$ cat src/rtl/rcef_pkg.sv
// shared types and constants for the raster corner extreme finder
`timescale 1ns / 1ps
`default_nettype none

package rcef_pkg;

  localparam int PIX_W        = 8;
  localparam int CFG_W        = 13;
  localparam int COORD_W      = 12;
  localparam int N_CORNER     = 4;
  localparam int S_TDATA_W    = 8;
  localparam int OUT_BITS     = 2 * N_CORNER * COORD_W + 1;
  localparam int M_TDATA_W    = ((OUT_BITS + 7) / 8) * 8;
  localparam int MAX_DIM_DFLT = 4096;

  localparam logic [PIX_W-1:0] BG_PIXEL         = 8'hff;
  localparam logic [CFG_W-1:0] FRAME_WIDTH_RST  = 13'd640;
  localparam logic [CFG_W-1:0] FRAME_HEIGHT_RST = 13'd480;

  typedef enum logic [0:0] {
    CFG_FRAME_WIDTH  = 1'b0,
    CFG_FRAME_HEIGHT = 1'b1
  } cfg_idx_e;

  // corner slots, also the order in the result item
  typedef enum logic [1:0] {
    SLOT_TL = 2'd0,
    SLOT_BL = 2'd1,
    SLOT_BR = 2'd2,
    SLOT_TR = 2'd3
  } slot_e;

  typedef struct packed {
    logic advance;
    logic frame_end;
  } rcef_ctrl_t;

endpackage

`default_nettype wire

$ cat src/rtl/rcef_raster_cnt.sv
// column and row counters with clamped frame bounds
`timescale 1ns / 1ps
`default_nettype none

module rcef_raster_cnt
  import rcef_pkg::*;
#(
  parameter int MAX_DIMENSION = MAX_DIM_DFLT,
  parameter int CW            = $clog2(MAX_DIMENSION)
) (
  input  wire logic             clk_i,
  input  wire logic             rst_ni,
  input  wire logic [CFG_W-1:0] frame_width_i,
  input  wire logic [CFG_W-1:0] frame_height_i,
  input  wire logic             advance_i,
  output logic      [CW-1:0]    col_o,
  output logic      [CW-1:0]    row_o,
  output logic                  frame_end_o
);

  localparam int DW = (CW + 1 > CFG_W) ? CW + 1 : CFG_W;
  localparam logic [DW-1:0] DIM_MAX = DW'(MAX_DIMENSION);

  logic [CW-1:0] col_q, col_d;
  logic [CW-1:0] row_q, row_d;
  logic [DW-1:0] width_raw, height_raw;
  logic [DW-1:0] width_c, height_c;
  logic          col_last, row_last;

  assign width_raw  = DW'(frame_width_i);
  assign height_raw = DW'(frame_height_i);

  // zero acts as one, anything above the maximum acts as the maximum
  always_comb begin
    priority if (width_raw == '0) begin
      width_c = DW'(1);
    end else if (width_raw > DIM_MAX) begin
      width_c = DIM_MAX;
    end else begin
      width_c = width_raw;
    end
    priority if (height_raw == '0) begin
      height_c = DW'(1);
    end else if (height_raw > DIM_MAX) begin
      height_c = DIM_MAX;
    end else begin
      height_c = height_raw;
    end
  end

  // at or past the bound wraps, also after a size change mid frame
  assign col_last    = (DW'(col_q) + DW'(1)) >= width_c;
  assign row_last    = (DW'(row_q) + DW'(1)) >= height_c;
  assign frame_end_o = col_last && row_last;

  always_comb begin
    col_d = col_q;
    row_d = row_q;
    if (advance_i) begin
      if (col_last) begin
        col_d = '0;
        row_d = row_last ? '0 : row_q + CW'(1);
      end else begin
        col_d = col_q + CW'(1);
      end
    end
  end

  always_ff @(posedge clk_i or negedge rst_ni) begin
    if (!rst_ni) begin
      col_q <= '0;
      row_q <= '0;
    end else begin
      col_q <= col_d;
      row_q <= row_d;
    end
  end

  assign col_o = col_q;
  assign row_o = row_q;

endmodule

`default_nettype wire

$ cat src/rtl/rcef_tracker.sv
// running sum and difference extremes and the four corner coordinates
`timescale 1ns / 1ps
`default_nettype none

module rcef_tracker
  import rcef_pkg::*;
#(
  parameter int CW = $clog2(MAX_DIM_DFLT)
) (
  input  wire logic                         clk_i,
  input  wire logic                         rst_ni,
  input  wire rcef_ctrl_t                   ctrl_i,
  input  wire logic [PIX_W-1:0]             pixel_i,
  input  wire logic [CW-1:0]                col_i,
  input  wire logic [CW-1:0]                row_i,
  output logic      [N_CORNER-1:0][CW-1:0]  corner_x_o,
  output logic      [N_CORNER-1:0][CW-1:0]  corner_y_o,
  output logic                              seen_o
);

  localparam int SW = CW + 1;

  logic                        seen_q, seen_d;
  logic        [SW-1:0]        lsum_q, lsum_d;
  logic        [SW-1:0]        gsum_q, gsum_d;
  logic signed [SW-1:0]        ldiff_q, ldiff_d;
  logic signed [SW-1:0]        gdiff_q, gdiff_d;
  logic [N_CORNER-1:0][CW-1:0] cx_q, cx_d;
  logic [N_CORNER-1:0][CW-1:0] cy_q, cy_d;
  logic        [SW-1:0]        sum;
  logic signed [SW-1:0]        diff;
  logic                        fg;
  logic                        first;

  assign sum   = SW'(col_i) + SW'(row_i);
  assign diff  = $signed(SW'(col_i)) - $signed(SW'(row_i));
  assign fg    = ctrl_i.advance && (pixel_i != BG_PIXEL);
  assign first = !seen_q;

  // first foreground pixel of a frame loads every extreme
  always_comb begin
    seen_d  = seen_q;
    lsum_d  = lsum_q;
    gsum_d  = gsum_q;
    ldiff_d = ldiff_q;
    gdiff_d = gdiff_q;
    cx_d    = cx_q;
    cy_d    = cy_q;
    if (fg) begin
      seen_d = 1'b1;
      if (first || sum < lsum_q) begin
        lsum_d        = sum;
        cx_d[SLOT_TL] = col_i;
        cy_d[SLOT_TL] = row_i;
      end
      // last one wins ties on the bottom-right corner
      if (first || sum >= gsum_q) begin
        gsum_d        = sum;
        cx_d[SLOT_BR] = col_i;
        cy_d[SLOT_BR] = row_i;
      end
      if (first || diff < ldiff_q) begin
        ldiff_d       = diff;
        cx_d[SLOT_BL] = col_i;
        cy_d[SLOT_BL] = row_i;
      end
      if (first || diff > gdiff_q) begin
        gdiff_d       = diff;
        cx_d[SLOT_TR] = col_i;
        cy_d[SLOT_TR] = row_i;
      end
    end
  end

  assign corner_x_o = cx_d;
  assign corner_y_o = cy_d;
  assign seen_o     = seen_d;

  always_ff @(posedge clk_i or negedge rst_ni) begin
    if (!rst_ni) begin
      seen_q  <= 1'b0;
      lsum_q  <= '0;
      gsum_q  <= '0;
      ldiff_q <= '0;
      gdiff_q <= '0;
      cx_q    <= '0;
      cy_q    <= '0;
    end else if (ctrl_i.advance && ctrl_i.frame_end) begin
      seen_q  <= 1'b0;
      lsum_q  <= '0;
      gsum_q  <= '0;
      ldiff_q <= '0;
      gdiff_q <= '0;
      cx_q    <= '0;
      cy_q    <= '0;
    end else begin
      seen_q  <= seen_d;
      lsum_q  <= lsum_d;
      gsum_q  <= gsum_d;
      ldiff_q <= ldiff_d;
      gdiff_q <= gdiff_d;
      cx_q    <= cx_d;
      cy_q    <= cy_d;
    end
  end

endmodule

`default_nettype wire

$ cat src/rtl/rcef_result_reg.sv
// result register holding one frame's corners until the sink takes it
`timescale 1ns / 1ps
`default_nettype none

module rcef_result_reg
  import rcef_pkg::*;
#(
  parameter int CW = $clog2(MAX_DIM_DFLT)
) (
  input  wire logic                        clk_i,
  input  wire logic                        rst_ni,
  input  wire logic                        load_i,
  input  wire logic [N_CORNER-1:0][CW-1:0] corner_x_i,
  input  wire logic [N_CORNER-1:0][CW-1:0] corner_y_i,
  input  wire logic                        seen_i,
  input  wire logic                        ready_i,
  output logic                             valid_o,
  output logic      [M_TDATA_W-1:0]        data_o
);

  localparam int XW = (CW > COORD_W) ? CW : COORD_W;

  logic                 valid_q, valid_d;
  logic [M_TDATA_W-1:0] data_q, data_d;
  logic [N_CORNER-1:0][XW-1:0] ext_x, ext_y;

  for (genvar g = 0; g < N_CORNER; g++) begin : g_ext
    assign ext_x[g] = XW'(corner_x_i[g]);
    assign ext_y[g] = XW'(corner_y_i[g]);
  end

  always_comb begin
    data_d = '0;
    for (int i = 0; i < N_CORNER; i++) begin
      data_d[2*i*COORD_W +: COORD_W]     = ext_x[i][COORD_W-1:0];
      data_d[(2*i+1)*COORD_W +: COORD_W] = ext_y[i][COORD_W-1:0];
    end
    data_d[2*N_CORNER*COORD_W] = seen_i;
  end

  always_comb begin
    valid_d = valid_q;
    if (load_i) begin
      valid_d = 1'b1;
    end else if (ready_i) begin
      valid_d = 1'b0;
    end
  end

  always_ff @(posedge clk_i or negedge rst_ni) begin
    if (!rst_ni) begin
      valid_q <= 1'b0;
    end else begin
      valid_q <= valid_d;
    end
  end

  always_ff @(posedge clk_i) begin
    if (load_i) begin
      data_q <= data_d;
    end
  end

  assign valid_o = valid_q;
  assign data_o  = data_q;

endmodule

`default_nettype wire

$ cat src/rtl/raster_corner_extreme_finder_unit.sv
// top level of the raster corner extreme finder
//
//  port group   dir  contents
//  cfg_*        in   write enable, register index, 13-bit value (0 width, 1 height)
//  s_axis_*     in   one gray pixel per item, raster order
//  m_axis_*     out  four corners and a found flag, one item per frame
//
// one pixel per cycle unless stalled; corners update at the accepting edge, from live counters
// the result item is registered and shows in the cycle after the frame's last pixel is accepted
// pixels keep flowing while a result waits; only the last pixel of the next frame
// stalls until the output register is free
// reset sets width 640, height 480 and clears counters and extremes
`timescale 1ns / 1ps
`default_nettype none

module raster_corner_extreme_finder_unit
  import rcef_pkg::*;
#(
  parameter int MAX_DIMENSION = MAX_DIM_DFLT
) (
  input  wire logic                 clk_i,
  input  wire logic                 rst_ni,
  input  wire logic                 cfg_we_i,
  input  wire logic [0:0]           cfg_idx_i,
  input  wire logic [CFG_W-1:0]     cfg_wdata_i,
  input  wire logic                 s_axis_tvalid,
  output logic                      s_axis_tready,
  input  wire logic [S_TDATA_W-1:0] s_axis_tdata,   // pixel_value
  output logic                      m_axis_tvalid,
  input  wire logic                 m_axis_tready,
  // top_left_x, top_left_y, bottom_left_x, bottom_left_y, bottom_right_x,
  // bottom_right_y, top_right_x, top_right_y, any_found, zero pad
  output logic      [M_TDATA_W-1:0] m_axis_tdata
);

  localparam int CW = $clog2(MAX_DIMENSION);

  logic [CFG_W-1:0]            frame_width_q, frame_height_q;
  logic [CW-1:0]               col, row;
  logic                        frame_end;
  logic                        accept;
  rcef_ctrl_t                  ctrl;
  logic [N_CORNER-1:0][CW-1:0] corner_x, corner_y;
  logic                        seen;

  always_ff @(posedge clk_i or negedge rst_ni) begin
    if (!rst_ni) begin
      frame_width_q  <= FRAME_WIDTH_RST;
      frame_height_q <= FRAME_HEIGHT_RST;
    end else if (cfg_we_i) begin
      unique case (cfg_idx_e'(cfg_idx_i))
        CFG_FRAME_WIDTH:  frame_width_q  <= cfg_wdata_i;
        CFG_FRAME_HEIGHT: frame_height_q <= cfg_wdata_i;
      endcase
    end
  end

  // only an item that ends a frame needs room in the result register
  assign s_axis_tready = !m_axis_tvalid || m_axis_tready || !frame_end;
  assign accept        = s_axis_tvalid && s_axis_tready;
  assign ctrl          = rcef_ctrl_t'{advance: accept, frame_end: frame_end};

  rcef_raster_cnt #(
    .MAX_DIMENSION (MAX_DIMENSION),
    .CW            (CW)
  ) u_cnt (
    .clk_i          (clk_i),
    .rst_ni         (rst_ni),
    .frame_width_i  (frame_width_q),
    .frame_height_i (frame_height_q),
    .advance_i      (accept),
    .col_o          (col),
    .row_o          (row),
    .frame_end_o    (frame_end)
  );

  rcef_tracker #(
    .CW (CW)
  ) u_trk (
    .clk_i      (clk_i),
    .rst_ni     (rst_ni),
    .ctrl_i     (ctrl),
    .pixel_i    (s_axis_tdata),
    .col_i      (col),
    .row_i      (row),
    .corner_x_o (corner_x),
    .corner_y_o (corner_y),
    .seen_o     (seen)
  );

  rcef_result_reg #(
    .CW (CW)
  ) u_res (
    .clk_i      (clk_i),
    .rst_ni     (rst_ni),
    .load_i     (accept && frame_end),
    .corner_x_i (corner_x),
    .corner_y_i (corner_y),
    .seen_i     (seen),
    .ready_i    (m_axis_tready),
    .valid_o    (m_axis_tvalid),
    .data_o     (m_axis_tdata)
  );

endmodule

`default_nettype wire

$ cat config.mk
export PLATFORM = sky130hd
export DESIGN_NAME = raster_corner_extreme_finder_unit
export DESIGN_NICKNAME = d
export VERILOG_FILES = /design/src/rtl/rcef_pkg.sv /design/src/rtl/rcef_raster_cnt.sv /design/src/rtl/rcef_tracker.sv /design/src/rtl/rcef_result_reg.sv /design/src/rtl/raster_corner_extreme_finder_unit.sv
export SDC_FILE = /design/constraint.sdc
export NUM_CORES = 1
export LEC_CHECK = 0
export ABC_AREA = 1
export BUFFER_PORTS_ARGS = -buffer_cell sky130_fd_sc_hd__buf_2
export CAP_MARGIN = 20
export CORE_MARGIN = 2
export CORE_UTILIZATION = 60
export DETAILED_ROUTE_END_ITERATION = 7
export GPL_TIMING_DRIVEN = 0
export HOLD_SLACK_MARGIN = 0.06
export PLACE_DENSITY = 0.8
export SLEW_MARGIN = 10
export SYNTH_ARGS = -nofsm -noshare
export SYNTH_HDL_FRONTEND = slang
export SYNTH_SLANG_ARGS = --single-unit
$ cat constraint.sdc
create_clock -name clk_i -period 6.3 [get_ports clk_i]
set_clock_uncertainty 0.15 [all_clocks]
set_input_delay 0.63 -clock clk_i [delete_from_list [all_inputs] [get_ports clk_i]]
set_output_delay 0.63 -clock clk_i [all_outputs]
set_load 0.02 [all_outputs]
Word-level counts from Yosys, hierarchy flattened
Cells that the tools add are included.
- register bits: 297
- bits of input ports: 27
- output and inout port bits: 106
- word-level logic and storage cells: 97
- $add $sub $neg: 6
- magnitude comparators: 8
- equal/unequal tests: 1
- mux-type cells: 34
- bitwise logic cells: 1
- reductions and logical operators: 28
- operators by type and width (kind ; number):
    $mux 13 ; 16
    $mux 48 ; 4
    $mux 12 ; 10
    $ge 13x13->1 ; 3
    $add 12x1->13 const B ; 2
    $gt 13x13->1 const B ; 2
    $logic_not 13->1 ; 2
    $lt 13x13->1 ; 2
    $add 12x1->12 const B ; 2
    $reduce_and 2->1 ; 7
    $add 12x12->13 ; 1
    $gt 13x13->1 ; 1
    $sub 12x12->13 ; 1
    $reduce_bool 2->1 ; 6
    $ne 8x8->1 const B ; 1
    $logic_or 1x1->1 ; 6
    $logic_and 1x1->1 ; 4
    $mux 1 ; 4
    $logic_not 1->1 ; 3
    $not 1->1 ; 1

Longest topological paths before layout
Gate-level depths: netlist of the first run.
- depth in word-level cells: 11
- mapped depth: 24
- gate-level depth less buffers: 23

By module
Synthesis of the first run repeated with hierarchy kept, for this count alone.
- cell total of the unflattened synthesis: 1901
- area total of the unflattened synthesis: 15900.2 µm²
- modules (own cells, without submodules) (module ; times used ; cells each ; area each (µm²) ; sequential area each (µm²)):
    rcef_tracker ; 1 ; 1295 ; 9361.5 ; 3728.6
    rcef_result_reg ; 1 ; 110 ; 3009.1 ; 2937.8
    rcef_raster_cnt ; 1 ; 373 ; 2451.1 ; 600.6
    raster_corner_extreme_finder_unit ; 1 ; 123 ; 1078.5 ; 658.1

Worst setup path before layout of the first run
No wires, ideal clock.
- path type: register -> register
- from: reg u_cnt.col_q[1] (netlist: u_cnt.col_o[1])
- to: reg u_res.data_q[0] (netlist: u_res.data_o[0]) (enable)
- library setup time: 0.415 ns
- arrival time: 3.959 ns
- required time: 5.735 ns
- path slack: 1.776 ns
- cell stages (with the launch flop): 19
- path buffers: 3
- clock period less this slack: 4.524 ns
- path through: dfrtp_1 -> inv_1 -> nor3_1 -> nand2_1 -> nor2_1 -> nand3_1 -> xor2_1 -> ha_1 -> nand2_1 -> nor2_1 -> inv_2 -> nor2_1 -> nand2_1 -> nand3_2 -> nand4_4 -> inv_2 -> buf_4 -> buf_6 -> buf_2
- longest elaborated chain between the ends: 7
- RTL lines (item ; RTL line ; RTL):
    start, declared ; rcef_raster_cnt.sv:24 ; logic [CW-1:0] col_q, col_d;
    start signal, assigned ; rcef_raster_cnt.sv:74 ; col_q <= col_d;
    $add 12x1->13 (*) ; rcef_raster_cnt.sv:52 ; assign col_last = (DW'(col_q) + DW'(1)) >= width_c;
    $ge 13x13->1 (*) ; rcef_raster_cnt.sv:52 ;
    $logic_and 1x1->1 (*) ; rcef_raster_cnt.sv:54 ; assign frame_end_o = col_last && row_last;
    $logic_not 1->1 ; raster_corner_extreme_finder_unit.sv:59 ; assign s_axis_tready = !m_axis_tvalid || m_axis_tready || !frame_end;
    $logic_or 1x1->1 ; raster_corner_extreme_finder_unit.sv:59 ;
    $logic_and 1x1->1 ; raster_corner_extreme_finder_unit.sv:60 ; assign accept = s_axis_tvalid && s_axis_tready;
    $logic_and 1x1->1 (*) ; raster_corner_extreme_finder_unit.sv:96 ; .load_i (accept && frame_end),
    named net u_res.load_i ; rcef_result_reg.sv:12 ; input wire logic load_i,
    end signal, assigned ; rcef_result_reg.sv:60 ; data_q <= data_d;
    end, declared ; rcef_result_reg.sv:24 ; logic [M_TDATA_W-1:0] data_q, data_d;
Mark *: on every way through the listed nets, which the timed path passes. The rest lies on a longest branch.
A chain may end at the register's enable or synchronous reset.

Worst setup path in the final report of the first run
- from: reg u_cnt.row_q[10] (netlist: u_cnt.row_o[10])
- to: reg u_trk.cy_q[15] (netlist bit)
- longest elaborated chain between the ends: 9
- elaborated cells on any way between the ends: 14
- classes of those cells: add/sub: 2; order compare: 2; mux: 3; reduce/logical: 7
- RTL lines (item ; RTL line ; RTL):
    start, declared ; rcef_raster_cnt.sv:25 ; logic [CW-1:0] row_q, row_d;
    start signal, assigned ; rcef_raster_cnt.sv:75 ; row_q <= row_d;
    $add 12x1->13 ; rcef_raster_cnt.sv:53 ; assign row_last = (DW'(row_q) + DW'(1)) >= height_c;
    $ge 13x13->1 ; rcef_raster_cnt.sv:53 ;
    $logic_and 1x1->1 ; rcef_raster_cnt.sv:54 ;
    $logic_not 1->1 ; raster_corner_extreme_finder_unit.sv:59 ;
    $logic_or 1x1->1 ; raster_corner_extreme_finder_unit.sv:59 ;
    $logic_and 1x1->1 ; raster_corner_extreme_finder_unit.sv:60 ;
    $logic_and 1x1->1 ; rcef_tracker.sv:37 ; assign fg = ctrl_i.advance && (pixel_i != BG_PIXEL);
    $mux 48 ; rcef_tracker.sv:49 ; if (fg) begin
    $mux 48 (*) ; rcef_tracker.sv:88 ; end else if (ctrl_i.advance && ctrl_i.frame_end) begin
    end signal, assigned ; rcef_tracker.sv:103 ; cy_q <= cy_d;
    end, declared ; rcef_tracker.sv:29 ; logic [N_CORNER-1:0][CW-1:0] cy_q, cy_d;
Every way passes the cells marked *; elsewhere a longest branch is shown, timed or not.

==> results.toml, run 1 <==
[detailed_routing]
avgViaCountPerCell = 5.68
route.vias.total = 14300
dr.pass1.iters = 5
wl_um = 45800
final_antenna_net_count = 0
drcViolationCount = 0
drt_iter0_drc = 1724
wl_per_cell_um = 18.2

[pwr]
powerDensity_nw_per_um2 = 573
netSwitchingPower_uw = 5120
internal_power_uw = 5430
p_clk_frac = 0.177
peakVddDrop_mv = 0.246
combPwrFrac = 0.538
leakage_uw = 0.00958
seq_power_share = 0.285
swShare = 0.485
finalPower_uw = 10600

[final_layout]
drive_above_1_share = 0.115
final_common_cell = "nand2_1"
syn2layout_area_growth_pct = 13.5
mostFrequentLayoutCells = "675 x nand2_1, 246 x inv_1, 194 x dfrtp_1, 150 x buf_2, 131 x a21oi_1"
final_cell_count_no_fill = 2515
nets = 2279
n_fill_cell = 2193
final_util = 0.689

[sta]
period_minus_slack_ns = 5.95
rsz0062_at_grt = "no"
finalSetupTns_ns = 0
timing.final.ws_setup_ns = 0.345
worstMarginPinSlew_ns = 0.937
fin_crit_sh = 0.945
finalSetupViolations = 0
finalMaxSlewViolations = 0
max_slew_margin = 0.375
fmax_mhz = 168
hold_violations = 0

[critical_path]
crit_family = "simple AND/OR/NAND/NOR gates"
crit_fanout = 10
cp_data_arrival_time_ns = 6.31
path_depth = 19
crit_buf_inv = 4
cp.required_ns = 6.65
critPathKind = "reg -> reg"
critPathCaptureType = "register"
worst_path_largest_cell_delay_ns = 0.85
reg2reg_depth = 19
crit_path_top_delay_cell = "nand3_1"
crit_chain = "inv_1, ha_1, clkbuf_1, inv_1, nor3_1, nand3_1, nand3_1, xor2_1, ha_1, nand4_1, a21oi_1, nor2_1, nand3_1, nand3_1, buf_2, nand2_1, nand2_1, nand2_1, a21oi_1"
startpoint_type = "register"
crit_top_cell = "nand3_1"

[global_route]
antenna_found_initial = 0
grt_pass1_wl_um = 72000
grt_util_all_layers = 0.324
overflow = 0
grt_max_degree = 109
grt_pass1_vias = 13600

[die]
start_util = 0.608
die_x_um = 169
ioPinCount = 133
die_h_um = 169
die_area_um2 = 28400
coreArea_um2 = 26700
num_rows = 60

[outcome]
run_status = "completed"

[clock_network]
clock_latency_ns = 0.59
cts_root_buf = "clkbuf_16"
path_clk_slew_ns = 0.06
cts_tree = "built"
clock-sinks = 297
cts_buffers = 31
cts_buffer_depth = 3
htree_levels = 1

[synth]
synth_warnings = 0
async_flop_share = 0.673
synth_top_cell_area_share = 0.299
synthTopCellsByArea = "dfrtp_1 30%, edfxtp_1 18%, nand2_1 16%"
synth-seq-area-share = 0.488
syn-cell-area_um2 = 16200
yosysTopAreaCell = "dfrtp_1"
synth_seq_cells = 297
ys.flop_type = "dfrtp_1"
avgSynthCellArea_um2 = 8.20
syn_inst = 1981
synth_edf_count = 97
ys_types = 47

[placement]
dp_hpwl_um = 33200
dp.cells = 2455
pre_cts_ws_ns = 0.670
io_buffers = 125
gp_congestion = 0.953

[worst_hold_path]
hold_depth = 3
hold_class = "in -> reg"

[flow_run]
cap_viol_max_count = 0
-- synthesized netlist by cell type, types with 4 or more instances --
master	instances
dfrtp_1	194
a21oi_1	131
buf_6	4
inv_1	246
nor2_1	113
inv_2	4
xor2_1	35
nand2_1	675
nand3_1	64
o21bai_1	5
nor2_2	5
buf_2	27
a22o_1	11
nor3_1	14
clkbuf_1	34
o21ai_1	9
buf_1	5
dfstp_2	6
nor4_1	7
ha_1	102
edfxtp_1	97
buf_4	16
o21ai_0	91
nand4_1	54
-- timing repair --
action	4_1_cts	5_1_grt
endpoints found under the hold margin	86	0
buffers inserted	0	0
gates resized for setup	0	0
hold buffers	1	0
-- layout make-up --
type / instances / area (µm²) / share of cell area
clock buffer: 33 / 783 / 0.0425
timing repair buffer: 128 / 701 / 0.0380
tap: 341 / 427 / 0.0232
multi-input combinational: 1352 / 6940 / 0.377
buffer: 86 / 449 / 0.0244
clock inverter: 25 / 246 / 0.0134
inverter: 252 / 946 / 0.0513
antenna: 1 / 2.50 / 0.000136
sequential: 297 / 7930 / 0.430
-- through the flow --
stage / instance area (µm²) / hold slack, ns
floorplan: 16300 / 0.184
global placement: 17300 / 0.303
detailed placement: 17400 / 0.308
CTS: 18400 / 0.158
global route: 18400 / 0.167
finish: 18400 / 0.167
-- registers in the layout, summed over array words and instances (netlist names), 13 cells and up --
signal	flops
u_trk.cy_q	48
u_trk.cx_q	48
u_trk.gdiff_q	13
frame_width_q	13
u_trk.ldiff_q	13
u_res.data_o	97
frame_height_q	13
u_trk.gsum_q	13
u_trk.lsum_q	13
-- per-layer routing --
layer	track usage	routed length, µm
met4	0.134	1880
met2	0.505	20600
met3	0.0500	4260
met5	0	0
met1	0.457	19100
-- power by group through the flow --
stage          Clock [µW]  Sequential (µW)  Combinational (µW)
2_1_floorplan           0             2930                3880
3_3_place_gp            0             2990                5300
3_5_place_dp            0             3010                5510
4_1_cts              1880             2990                5570
5_1_grt              1950             3040                6390
6_report             1870             3010                5680
-- logic make-up (layout without fill, tap and decap cells) --
family          Yosys count  after routing  share of synthesized area
simple gates            945            945                      0.240
buf+inv                 338            524                     0.0858
flops                   297            297                      0.488
compound gates          260            260                     0.0858
fa+ha+maj               104            104                     0.0811
xor+xnor                 36             36                     0.0194
other cells               1              8                   0.000231
-- worst register-to-register path: cells and delay by family (launching register included) --
kind                       cells  cell delay, ns
and+or+nand+nor               10            2.58
buffers and inverters          4            1.17
xor gates and xnor gates       1            0.45
AOI/OAI and AO/OA              2            0.21
DFF                            1            0.64
adders and majority gates      2            0.70
-- path summary, 6_finish.rpt --
check                              endpoint  slack, ns             start
setup / recovery             u_trk.cy_q[15]       0.35   u_cnt.row_o[10]
hold / removal             frame_width_q[9]       0.17    cfg_wdata_i[9]
setup reg to reg             u_trk.cy_q[15]       0.35   u_cnt.row_o[10]
hold reg to reg            u_trk.gsum_q[10]       0.32  u_trk.gsum_q[10]
max in group asynchronous    u_trk.cx_q[40]       4.46            rst_ni
min in group asynchronous  u_trk.ldiff_q[8]       0.52            rst_ni
Power figures use the tool's default switching activity.
==> inputs of run 2 (changes only) <==
- SYNTH_HIERARCHICAL: unset -> 1
==> run 2 against run 1 <==
Compared with the run above:
- first-iteration DRC count shrank 27%
- wire length down 11%
- worst hold slack got worse by 0.031 ns
- sequential share of layout area rose by 0.97 points
- flip-flop and latch count unchanged
- cell area down 2.2%
- core utilization rose by 0.20 points
- final cell count decreased by 3.6%
- via count down 8.3%
- largest cell class unchanged
==> results.toml, run 2 <==
[die]
num_rows = 59
die_area_um2 = 27800
coreArea_um2 = 26100
die_h_um = 167
ioPinCount = 133
start_util = 0.610
die_x_um = 167

[critical_path]
crit_path_top_delay_cell = "dfrtp_1"
reg2reg_depth = 21
critPathCaptureType = "register"
crit_fanout = 19
cp.required_ns = 6.56
crit_chain = "ha_1, nand2_1, inv_1, nand3_1, nor4_1, ha_1, nand2_2, a21oi_1, nor2_2, nand3_2, nor2_4, buf_6, a31oi_1, nand2_1, nor2_1, nor2_1, nand2_1, inv_1, buf_2, clkbuf_1, nor2_1"
startpoint_type = "register"
critPathKind = "reg -> reg"
cp_data_arrival_time_ns = 5.99
worst_path_largest_cell_delay_ns = 0.71

[final_layout]
multiInputGateArea_um2 = 6310
n_fill_cell = 2105
largest_reg_flops = 97
drive_above_1_share = 0.131
syn2layout_area_growth_pct = 13.3
antenna_cells = 0
mostFrequentLayoutCells = "485 x nand2_1, 327 x inv_1, 194 x dfrtp_1, 162 x nand3_1"
nets = 2196
final_common_cell = "nand2_1"
final_util = 0.691
regArea_um2 = 7930

[clock_network]
path_clk_slew_ns = 0.06
clock-sinks = 297
cts_setup_buffers = 0
clock_latency_ns = 0.58
cts_resized = 0
cts_root_buf = "clkbuf_16"
cts_buffers = 30
htree_levels = 1
cts_buffer_depth = 3
cts_tree = "built"

[sta]
finalSetupTns_ns = 0
rsz0062_at_grt = "no"
period_minus_slack_ns = 5.73
finalMaxSlewViolations = 0
hold_violations = 0
timing.final.ws_setup_ns = 0.572
worstMarginPinSlew_ns = 0.718
fin_crit_sh = 0.909
fmax_mhz = 175
max_slew_margin = 0.522
finalSetupViolations = 0

[synth]
synth-seq-area-share = 0.498
synth.most_common_cell = "nand2_1"
yosysTopAreaCell = "dfrtp_1"
synth_edf_count = 97
synth_top_cell_area_share = 0.305
synth_warnings = 6
ys.flop_type = "dfrtp_1"
synthTopCellsByArea = "dfrtp_1 31%, edfxtp_1 18%, nand2_1 11%"
async_flop_share = 0.673
synth_seq_cells = 297
synth_commonest_cells = "485 x nand2_1, 328 x inv_1, 194 x dfrtp_1"
ys_types = 41
syn_inst = 1901
syn-cell-area_um2 = 15900
avgSynthCellArea_um2 = 8.36

[worst_hold_path]
hold_depth = 3
hold_class = "in -> reg"

[detailed_routing]
wl_per_cell_um = 16.7
final_antenna_net_count = 0
drcViolationCount = 0
route.vias.total = 13100
wl_um = 40500
dr.pass1.iters = 6
avgViaCountPerCell = 5.40
drt_iter0_drc = 1267

[global_route]
overflow = 0
antenna_found_initial = 0
grt_max_degree = 113
grt_util_all_layers = 0.295
grt_pass1_vias = 12900
grt_pass1_wl_um = 65800

[placement]
dp_hpwl_um = 29300
io_buffers = 124
pre_cts_ws_ns = 0.285
gp_congestion = 0.947

[outcome]
run_status = "completed"

[flow_run]
cap_viol_max_count = 0
## run 2: kinds of logic after synthesis
group	synth area share
simple gates	0.233
buf+inv	0.106
flops	0.498
compound gates	0.0630
fa+ha+maj	0.0828
xor+xnor	0.0164
other cells	0.000236
## run 2: worst paths after layout
check | to | slack (ns) | from
max | u_trk/cx_q[29] | 0.57 | u_cnt/col_o[0]
min | frame_height_q[7] | 0.14 | cfg_wdata_i[7]
max reg2reg | u_trk/cx_q[29] | 0.57 | u_cnt/col_o[0]
min reg2reg | frame_height_q[8] | 0.32 | frame_height_q[8]
max in group asynchronous | frame_width_q[5] | 4.52 | rst_ni
min in group asynchronous | u_trk/ldiff_q[9] | 0.49 | rst_ni
## run 2: timing repair
item | in CTS | in global routing
setup endpoints to repair | 0 | 41
hold buffers | 1 | 0
endpoints found under the hold margin | 88 | 0
## run 2: area by class of cell
cell class	count	share of cell area
Sequential cell	297	0.440
Inverter	332	0.0693
Tap cell	335	0.0233
Clock buffer	46	0.0483
Clock inverter	10	0.00597
Timing Repair Buffer	127	0.0386
Multi-Input combinational cell	1202	0.350
Buffer	75	0.0244
## run 2: metal layers
layer	GRT usage	share of wire	vias to the layer above
li1	-	-	6301
met1	0.369	0.40	6213
met2	0.523	0.50	485
met3	0.0475	0.069	88
met4	0.0993	0.029	0
met5	0	0	-
## run 2: per-stage QoR
step | cell area [µm²] | std cells | hold slack [ns]
floorplan | 15900 | 1907 | 0.184
global placement | 17000 | 2366 | 0.312
detailed placement | 17000 | 2368 | 0.310
CTS | 18000 | 2425 | 0.123
global route | 18000 | 2424 | 0.143
finish | 18000 | 2424 | 0.136
## run 2: critical path, delay by kind of cell (launching register included)
kind                       cells  cell delay [ns]
buffers and inverters          5             1.53
and+or+nand+nor               12             2.30
AOI/OAI and AO/OA              2             0.18
DFF                            1             0.71
adders and majority gates      2             0.66
Power of run 2 is left out: the tool's default activity adds up to more than one toggle a clock period on the data nets, which glitch-free logic cannot reach.
